===== src/dwpi_pkg.sv =====
// Shared constants for the dual-wheel PI speed controller.
// Request and register codes, fixed field widths and the arithmetic scale factors.
// No dependencies.
package dwpi_pkg;

  // request kinds carried in s_axis_tuser
  localparam logic [1:0] REQ_LEFT  = 2'd0;
  localparam logic [1:0] REQ_RIGHT = 2'd1;
  localparam logic [1:0] REQ_CLEAR = 2'd2;

  // configuration register indexes
  localparam logic [2:0] CFG_ENABLE_MASK = 3'd0;
  localparam logic [2:0] CFG_PROP_GAIN   = 3'd1;
  localparam logic [2:0] CFG_INTEG_GAIN  = 3'd2;
  localparam logic [2:0] CFG_DIFF_GAIN   = 3'd3;
  localparam logic [2:0] CFG_INTEG_LIMIT = 3'd4;
  localparam logic [2:0] CFG_DIR_LIMIT   = 3'd5;
  localparam logic [2:0] CFG_OUT_LIMIT   = 3'd6;

  // register reset values
  localparam logic [1:0]  RST_ENABLE_MASK = 2'd0;
  localparam logic [7:0]  RST_PROP_GAIN   = 8'd40;
  localparam logic [7:0]  RST_INTEG_GAIN  = 8'd2;
  localparam logic [7:0]  RST_DIFF_GAIN   = 8'd0;
  localparam logic [14:0] RST_INTEG_LIMIT = 15'd5000;
  localparam logic [14:0] RST_DIR_LIMIT   = 15'd32767;
  localparam logic [14:0] RST_OUT_LIMIT   = 15'd10000;

  // arithmetic constants
  localparam int SPEED_SCALE = 50;
  localparam int DIR_DIVISOR = 10;
  localparam int OUT_DIVISOR = 20;
  localparam logic [9:0] DRIVE_MAX = 10'd500;

  // shared reciprocal divider: dividend magnitude width, reciprocal width and shift
  localparam int DIV_W     = 20;
  localparam int RCP_W     = 27;
  localparam int RCP_SHIFT = 27;
  localparam longint DRV_DIVISOR = DIR_DIVISOR * OUT_DIVISOR;
  localparam logic [RCP_W-1:0] DRV_RCP =
    RCP_W'(((longint'(1) <<< RCP_SHIFT) + DRV_DIVISOR - 1) / DRV_DIVISOR);

endpackage


===== src/dual_wheel_pi_speed_controller.sv =====
// Dual-wheel PI(D) speed controller: history memory, sequencer, shared multiplier and divider.
// One item is in work at a time: a word is taken only with the sequencer idle, and the history
// sum reads one entry per cycle. Enabled ticks also run the PI(D) update and drive division;
// disabled ticks give speed only; clear and unused requests go straight to the output.
// Reset (rst, synchronous) restores register defaults, zeroes integrators, errors, slots,
// and clears the history valid bits so unwritten history reads 0.
module dual_wheel_pi_speed_controller
  import dwpi_pkg::*;
#(
  parameter int HIST_DEPTH = 10
) (
  input  logic        clk,
  input  logic        rst,
  // stream in
  input  logic        s_axis_tvalid,
  output logic        s_axis_tready,
  input  logic [23:0] s_axis_tdata,   // [7:0] tick_count, [23:8] target_speed
  input  logic [1:0]  s_axis_tuser,   // [1:0] req_type
  // stream out
  output logic        m_axis_tvalid,
  input  logic        m_axis_tready,
  output logic [23:0] m_axis_tdata,   // [13:0] measured_speed, [23:14] drive
  output logic [1:0]  m_axis_tuser,   // [0] side, [1] drive_valid
  // configuration writes
  input  logic        cfg_valid,
  output logic        cfg_ready,
  input  logic [2:0]  cfg_index,
  input  logic [14:0] cfg_data
);

  localparam int ENTRIES = 2 * HIST_DEPTH;
  localparam int ADDR_W  = (ENTRIES > 1) ? $clog2(ENTRIES) : 1;
  localparam int SLOT_W  = (HIST_DEPTH > 1) ? $clog2(HIST_DEPTH) : 1;
  localparam int CNT_W   = $clog2(HIST_DEPTH + 1);
  localparam int SUM_W   = $clog2((HIST_DEPTH + 1) * 128) + 1;
  localparam longint SPD_DIVISOR = HIST_DEPTH + 1;
  localparam logic [RCP_W-1:0] SPD_RCP =
    RCP_W'(((longint'(1) <<< RCP_SHIFT) + SPD_DIVISOR - 1) / SPD_DIVISOR);
  localparam logic signed [DIV_W:0] SCALE_S = (DIV_W+1)'(SPEED_SCALE);

  localparam logic [3:0] S_IDLE = 4'd0;
  localparam logic [3:0] S_SUM  = 4'd1;
  localparam logic [3:0] S_SPD  = 4'd2;
  localparam logic [3:0] S_SPDW = 4'd3;
  localparam logic [3:0] S_ERR  = 4'd4;
  localparam logic [3:0] S_MP   = 4'd5;
  localparam logic [3:0] S_MI   = 4'd6;
  localparam logic [3:0] S_MD   = 4'd7;
  localparam logic [3:0] S_X    = 4'd8;
  localparam logic [3:0] S_XC   = 4'd9;
  localparam logic [3:0] S_DRVW = 4'd10;
  localparam logic [3:0] S_WB   = 4'd11;
  localparam logic [3:0] S_DONE = 4'd12;

  // configuration
  logic [1:0]  enable_mask;
  logic [7:0]  prop_gain;
  logic [7:0]  integ_gain;
  logic [7:0]  diff_gain;
  logic [14:0] integ_limit;
  logic [14:0] dir_limit;
  logic [14:0] out_limit;

  // sequencer and item registers
  logic [3:0]        state;
  logic [3:0]        state_next;
  logic              side;
  logic signed [7:0] tick;
  logic signed [15:0] target;
  logic [CNT_W-1:0]  cnt;
  logic signed [SUM_W-1:0] sum_acc;

  // history memory and its valid bits
  logic [7:0]        hist_mem [ENTRIES];
  logic [ENTRIES-1:0] hist_vld;
  logic [ADDR_W-1:0] rd_addr;
  logic [ADDR_W-1:0] wr_addr;
  logic [ADDR_W-1:0] base;
  logic [7:0]        rd_data;
  logic              rd_ok;
  logic              rd_issue;
  logic              wr_en;

  // controller state
  logic [SLOT_W-1:0]  slot [2];
  logic signed [15:0] integ [2];
  logic signed [17:0] prev_err [2];
  logic signed [15:0] dir_integ;

  // datapath
  logic signed [17:0] err;
  logic signed [18:0] dif;
  logic signed [17:0] err_r;
  logic signed [18:0] dif_r;
  logic signed [8:0]  mul_g;
  logic signed [18:0] mul_op;
  logic signed [27:0] mul_p;
  logic signed [27:0] acc;
  logic signed [31:0] x_r;
  logic signed [31:0] lim10;
  logic signed [31:0] xc;
  logic signed [DIV_W:0] spd_prod;
  logic               neg;

  // divider
  logic [DIV_W-1:0]       div_n;
  logic [RCP_W-1:0]       div_m;
  logic [DIV_W+RCP_W-1:0] div_prod;
  logic [DIV_W-1:0]       div_quo;
  logic                   div_busy;
  logic                   div_start;
  logic [DIV_W-1:0]       div_dividend;
  logic [RCP_W-1:0]       div_recip;

  // result register
  logic               res_side;
  logic signed [13:0] res_speed;
  logic               res_dv;
  logic signed [9:0]  res_drive;
  logic               out_valid;
  logic               out_side;
  logic [13:0]        out_speed;
  logic               out_dv;
  logic [9:0]         out_drive;

  logic in_acc;
  logic side_en;
  logic out_free;

  function automatic logic signed [15:0] clamp_lim(input logic signed [18:0] v,
                                                   input logic [14:0] lim);
    logic signed [18:0] l;
    l = $signed({4'b0, lim});
    if (v > l) return 16'(l);
    if (v < -l) return 16'(-l);
    return 16'(v);
  endfunction

  assign s_axis_tready = (state == S_IDLE);
  assign in_acc        = s_axis_tvalid && s_axis_tready;
  assign cfg_ready     = 1'b1;
  assign out_free      = !out_valid || m_axis_tready;
  assign side_en       = side ? enable_mask[1] : enable_mask[0];

  assign m_axis_tvalid = out_valid;
  assign m_axis_tdata  = {out_drive, out_speed};
  assign m_axis_tuser  = {out_dv, out_side};

  // configuration registers
  always_ff @(posedge clk) begin
    if (rst) begin
      enable_mask <= RST_ENABLE_MASK;
      prop_gain   <= RST_PROP_GAIN;
      integ_gain  <= RST_INTEG_GAIN;
      diff_gain   <= RST_DIFF_GAIN;
      integ_limit <= RST_INTEG_LIMIT;
      dir_limit   <= RST_DIR_LIMIT;
      out_limit   <= RST_OUT_LIMIT;
    end else if (cfg_valid) begin
      case (cfg_index)
        CFG_ENABLE_MASK: enable_mask <= cfg_data[1:0];
        CFG_PROP_GAIN:   prop_gain   <= cfg_data[7:0];
        CFG_INTEG_GAIN:  integ_gain  <= cfg_data[7:0];
        CFG_DIFF_GAIN:   diff_gain   <= cfg_data[7:0];
        CFG_INTEG_LIMIT: integ_limit <= cfg_data;
        CFG_DIR_LIMIT:   dir_limit   <= cfg_data;
        CFG_OUT_LIMIT:   out_limit   <= cfg_data;
        default: ;
      endcase
    end
  end

  // history memory addressing
  assign base     = side ? ADDR_W'(HIST_DEPTH) : '0;
  assign rd_addr  = base + ADDR_W'(cnt);
  assign wr_addr  = base + ADDR_W'(slot[side]);
  assign rd_issue = (state == S_SUM) && (cnt < CNT_W'(HIST_DEPTH));
  assign wr_en    = (state == S_WB);

  always_ff @(posedge clk) begin
    if (wr_en) begin
      hist_mem[wr_addr] <= tick;
    end
    rd_data <= hist_mem[rd_addr];
  end

  always_ff @(posedge clk) begin
    if (rst) begin
      hist_vld <= '0;
      rd_ok    <= 1'b0;
    end else begin
      rd_ok <= rd_issue && hist_vld[rd_addr];
      if (wr_en) begin
        hist_vld[wr_addr] <= 1'b1;
      end
    end
  end

  // shared divider by a constant: multiply by the rounded-up reciprocal and shift, exact for
  // the dividend ranges used here; operands are registered at start, then their quotient.
  assign spd_prod = (DIV_W+1)'(sum_acc) * SCALE_S;
  assign lim10    = $signed({17'b0, out_limit}) * 32'sd10 + 32'sd9;
  assign xc       = (x_r > lim10) ? lim10 : ((x_r < -lim10) ? -lim10 : x_r);

  always_comb begin
    div_start    = 1'b0;
    div_dividend = '0;
    div_recip    = SPD_RCP;
    if (state == S_SPD) begin
      div_start    = 1'b1;
      div_dividend = spd_prod[DIV_W] ? DIV_W'(-spd_prod) : DIV_W'(spd_prod);
    end else if (state == S_XC) begin
      div_start    = 1'b1;
      div_dividend = xc[31] ? DIV_W'(-xc) : DIV_W'(xc);
      div_recip    = DRV_RCP;
    end
  end

  assign div_prod = div_n * div_m;

  always_ff @(posedge clk) begin
    if (rst) begin
      div_busy <= 1'b0;
    end else begin
      div_busy <= div_start;
    end
  end

  always_ff @(posedge clk) begin
    if (div_start) begin
      div_n <= div_dividend;
      div_m <= div_recip;
    end
    div_quo <= DIV_W'(div_prod >> RCP_SHIFT);
  end

  // error terms and the shared multiplier
  assign err = 18'(target) - 18'(res_speed);
  assign dif = 19'(err) - 19'(prev_err[side]);

  always_comb begin
    case (state)
      S_MI: begin
        mul_g  = $signed({1'b0, integ_gain});
        mul_op = 19'(integ[side]);
      end
      S_MD: begin
        mul_g  = $signed({1'b0, diff_gain});
        mul_op = dif_r;
      end
      default: begin
        mul_g  = $signed({1'b0, prop_gain});
        mul_op = 19'(err_r);
      end
    endcase
  end

  assign mul_p = mul_g * mul_op;

  // sequencer
  always_comb begin
    state_next = state;
    case (state)
      S_IDLE: begin
        if (in_acc) begin
          if (s_axis_tuser == REQ_LEFT || s_axis_tuser == REQ_RIGHT) begin
            state_next = S_SUM;
          end else begin
            state_next = S_DONE;
          end
        end
      end
      S_SUM:  if (cnt == CNT_W'(HIST_DEPTH)) state_next = S_SPD;
      S_SPD:  state_next = S_SPDW;
      S_SPDW: if (!div_busy) state_next = side_en ? S_ERR : S_WB;
      S_ERR:  state_next = S_MP;
      S_MP:   state_next = S_MI;
      S_MI:   state_next = S_MD;
      S_MD:   state_next = S_X;
      S_X:    state_next = S_XC;
      S_XC:   state_next = S_DRVW;
      S_DRVW: if (!div_busy) state_next = S_WB;
      S_WB:   state_next = S_DONE;
      S_DONE: if (out_free) state_next = S_IDLE;
      default: state_next = S_IDLE;
    endcase
  end

  always_ff @(posedge clk) begin
    if (rst) begin
      state     <= S_IDLE;
      slot[0]   <= '0;
      slot[1]   <= '0;
      integ[0]  <= '0;
      integ[1]  <= '0;
      prev_err[0] <= '0;
      prev_err[1] <= '0;
      dir_integ <= '0;
    end else begin
      state <= state_next;
      case (state)
        S_IDLE: begin
          if (in_acc && s_axis_tuser == REQ_CLEAR) begin
            integ[0]  <= '0;
            integ[1]  <= '0;
            dir_integ <= '0;
          end
        end
        S_ERR: begin
          prev_err[side] <= err;
          integ[side]    <= clamp_lim(19'(integ[side]) + 19'(err), integ_limit);
          dir_integ      <= clamp_lim(19'(dir_integ) + (side ? -19'(err) : 19'(err)),
                                      dir_limit);
        end
        S_WB: begin
          if (slot[side] == SLOT_W'(HIST_DEPTH - 1)) begin
            slot[side] <= '0;
          end else begin
            slot[side] <= slot[side] + 1'b1;
          end
        end
        default: ;
      endcase
    end
  end

  // item payload and datapath registers
  always_ff @(posedge clk) begin
    case (state)
      S_IDLE: begin
        if (in_acc) begin
          side      <= (s_axis_tuser == REQ_RIGHT);
          tick      <= s_axis_tdata[7:0];
          target    <= s_axis_tdata[23:8];
          cnt       <= '0;
          sum_acc   <= SUM_W'(signed'(s_axis_tdata[7:0]));
          res_side  <= (s_axis_tuser == REQ_RIGHT);
          res_speed <= '0;
          res_dv    <= 1'b0;
          res_drive <= '0;
        end
      end
      S_SUM: begin
        cnt     <= cnt + 1'b1;
        sum_acc <= sum_acc + (rd_ok ? SUM_W'(signed'(rd_data)) : '0);
      end
      S_SPD: neg <= spd_prod[DIV_W];
      S_SPDW: begin
        if (!div_busy) begin
          res_speed <= neg ? -14'(div_quo) : 14'(div_quo);
        end
      end
      S_ERR: begin
        err_r <= err;
        dif_r <= dif;
      end
      S_MP: acc <= mul_p;
      S_MI: acc <= acc + mul_p;
      S_MD: acc <= acc + mul_p;
      S_X:  x_r <= (32'(acc) <<< 3) + (32'(acc) <<< 1)
                   + (side ? -32'(dir_integ) : 32'(dir_integ));
      S_XC: neg <= xc[31];
      S_DRVW: begin
        if (!div_busy) begin
          res_dv <= 1'b1;
          if (div_quo > DIV_W'(DRIVE_MAX)) begin
            res_drive <= neg ? -$signed(DRIVE_MAX) : $signed(DRIVE_MAX);
          end else begin
            res_drive <= neg ? -10'(div_quo) : 10'(div_quo);
          end
        end
      end
      default: ;
    endcase
  end

  // output register
  always_ff @(posedge clk) begin
    if (rst) begin
      out_valid <= 1'b0;
    end else if (state == S_DONE && out_free) begin
      out_valid <= 1'b1;
    end else if (m_axis_tready) begin
      out_valid <= 1'b0;
    end
  end

  always_ff @(posedge clk) begin
    if (state == S_DONE && out_free) begin
      out_side  <= res_side;
      out_speed <= res_speed;
      out_dv    <= res_dv;
      out_drive <= res_drive;
    end
  end

endmodule


===== config.mk =====
export PLATFORM = sky130hd
export DESIGN_NAME = dual_wheel_pi_speed_controller
export DESIGN_NICKNAME = d
export VERILOG_FILES = /design/src/dwpi_pkg.sv /design/src/dual_wheel_pi_speed_controller.sv
export SDC_FILE = /design/constraint.sdc
export NUM_CORES = 2
export LEC_CHECK = 0
export BUFFER_PORTS_ARGS = -buffer_cell sky130_fd_sc_hd__buf_4
export CAP_MARGIN = 20
export CORE_AREA = 4 4 305 307
export CTS_CLUSTER_SIZE = 12
export DETAILED_ROUTE_END_ITERATION = 10
export DIE_AREA = 0 0 309 311
export PLACE_DENSITY = 0.76
export SYNTH_ARGS = -nofsm -noshare
export SYNTH_HDL_FRONTEND = slang
export SYNTH_SLANG_ARGS = --single-unit

===== constraint.sdc =====
create_clock -name clk -period 9.9 [get_ports clk]
set_clock_uncertainty 0.15 [all_clocks]
set_input_delay 1.485 -clock clk [delete_from_list [all_inputs] [get_ports clk]]
set_output_delay 1.485 -clock clk [all_outputs]
set_load 0.05 [all_outputs]

==> results.yml <==
setup_path:
  path_class: "reg -> reg"
  required_ns: 10.13
  crit_buf_inv: 6
  cp_max_fo: 17
  cp.arrival_ns: 9.58
  crit_family: "compound AO/OA/AOI/OAI gates"
  cp-start-kind: "flop"
  critPathCaptureType: "flop"
  max_stage_delay_ns: 0.60
  crit_slowest_cell: "a2111oi_1"
timing:
  hold_violations: 0
  rsz0062_at_grt: "false"
  fin_crit_ns: 9.35
  finalMaxSlewViolations: 0
  setup_viol: 0
  fin_ws_ns: 0.551
  timing.fmax_ghz: 0.107
  finalCritPeriodShare: 0.944
  tns_ns: 0
  relSlewSlack: 0.239
  worst_pin_slew_ns: 1.14
global_routing:
  grt_pass1_wl_mm: 217
  grt-ovfl-total: 0
  grt_pass1_vias: 39900
  antenna_found_initial: 9
  grt_use_total: 0.285
  grt_max_degree: 83
cts:
  clk_latency_ns: 0.64
  clk_pin_slew_worst_paths_ns: 0.06
  cts_max_path_buffers: 3
  cts_buffers: 61
  cts_sinks: 588
  cts_tree: "built"
  htreeDepth: 2
  root_buffer: "clkbuf_16"
yosys:
  async_flop_share: 0
  synthesis.area_sq_um: 54000
  synth_seq_cells: 588
  post-synth-top-area-fraction: 0.248
  avgSynthCellArea_sq_um: 10.0
  ys_warn_count: 0
  yosys_most_used_dff: "edfxtp_1"
  yosysSeqAreaShare: 0.301
  synth_common_cells: "815 x inv_1, 609 x ha_1, 469 x nor2_1"
  synth-edff-count: 445
  ys_top_cells_by_area: "edfxtp_1 25%, fa_1 16%, ha_1 14%, inv_1 5.7%, dfxtp_1 5.3%"
  syn_inst: 5394
  yosys.area.top_type: "edfxtp_1"
  ys_types: 105
  yosysMostFrequentCell: "inv_1"
drt:
  first_pass_iters: 8
  viasPerCell: 6.00
  num_vias: 40000
  ant_nets: 0
  route.detailed.drc: 0
  avgRoutedWirePerCell_microns: 20.3
  drtIter0Drc: 3391
  wl_mm: 135
floorplanning:
  die_area_sq_um: 96100
  start_util: 0.600
  core_area_sq_um: 90000
  die_width_microns: 309
  num_rows: 110
  die_h_microns: 311
  num_io_pins: 78
placement:
  place_congestion: 0.992
  numPortBuffers: 76
  numPlacedInstances: 6561
  place_ws_ns: 0.481
  dp_hpwl_mm: 107
finish:
  fin_util: 0.642
  syn2layout_area_growth_pct: 7.01
  drive_gt1_frac: 0.0724
  fillers: 7090
  fin_cells: 6677
  nets: 6545
run:
  max-cap-violations: 0
hold_path:
  worstHoldPathType: "reg -> reg"
status:
  status: "finished, final reports clean"
## registers in the layout, summed over array words and instances (netlist names), 19 cells and up, named ones only
register / flops
hist_mem: 160
acc: 28
x_r: 32
integ: 32
prev_err: 34
dif_r: 19
div_quo: 20
hist_vld: 20
div_n: 20
## per-layer routing
| layer | global-route usage | part of all wire |
|---|---|---|
| met4 | 0.114 | 0.046 |
| met2 | 0.453 | 0.46 |
| met5 | 0 | 0.00056 |
| met1 | 0.390 | 0.42 |
| met3 | 0.0481 | 0.079 |
## cell usage in the layout (no fill, tap or decap), types with 14 or more instances in the layout
master       n
edfxtp_1   445
o21bai_1    25
a211o_1     39
o22ai_1     16
a31oi_1     34
o211ai_1    25
nor2_1     467
buf_4      131
a21o_1      74
nand2_1    375
nand4_1     32
nand3_1     87
mux4_2      54
clkbuf_16   63
xnor2_1    175
o22a_1      19
nand3b_1    14
o31ai_1     33
fa_1       437
ha_1       608
or3_1       55
mux2i_1     55
xor2_1      99
and3_1      31
nor3_1      97
mux2_2      38
nor2b_1     39
a21oi_1    260
o21a_1      54
or2_2       25
a211oi_1    31
clkbuf_1    26
nand2b_1    65
and2_1      48
nor4_1      28
inv_1      815
o21ai_0    172
dfxtp_1    142
## worst paths after layout
kind                              startpoint            to  slack [ns]  depth (start not counted)
worst max-delay path                state[0]       acc[27]        0.55                         39
worst min-delay path            res_drive[5]  out_drive[5]        0.27                          0
worst max register to register      state[0]       acc[27]        0.55                         39
worst min register to register  res_drive[5]  out_drive[5]        0.27                          0
## kinds of logic (layout without fill, tap and decap cells)
logic type / count (synthesis) / after routing / synth area share
simple gates: 1432 / 1432 / 0.125
mux: 147 / 147 / 0.0407
buf+inv: 958 / 1061 / 0.0684
fa+ha+maj: 1046 / 1046 / 0.303
compound gates: 944 / 944 / 0.116
flops: 588 / 588 / 0.301
xor+xnor: 277 / 277 / 0.0457
other cells: 2 / 6 / 0.000139
## cell type report
class	count	area, sq um	share of cell area
antenna	3	7.51	0.000130
clock buffer	93	1730	0.0299
clock inverter	18	138	0.00238
inverter	819	3080	0.0533
multi-input combinational	3849	34100	0.591
sequential	588	16200	0.281
tap	1176	1470	0.0255
timing repair buffer	131	983	0.0170
## what timing repair did
action	4_1_cts	5_1_grt
hold buffers	0	0
endpoints found under the setup margin	0	1
buffers inserted	0	0
resized for setup	0	3
## through the flow
step,hold slack (ns),area [sq um]
2_1_floorplan,0.250,54000
3_3_place_gp,0.255,55900
3_5_place_dp,0.257,55900
4_1_cts,0.270,57700
5_1_grt,0.281,57800
6_report,0.270,57800
Power is not shown: default switching activity piles up to over one toggle a cycle in this logic, so the estimate is an artifact.
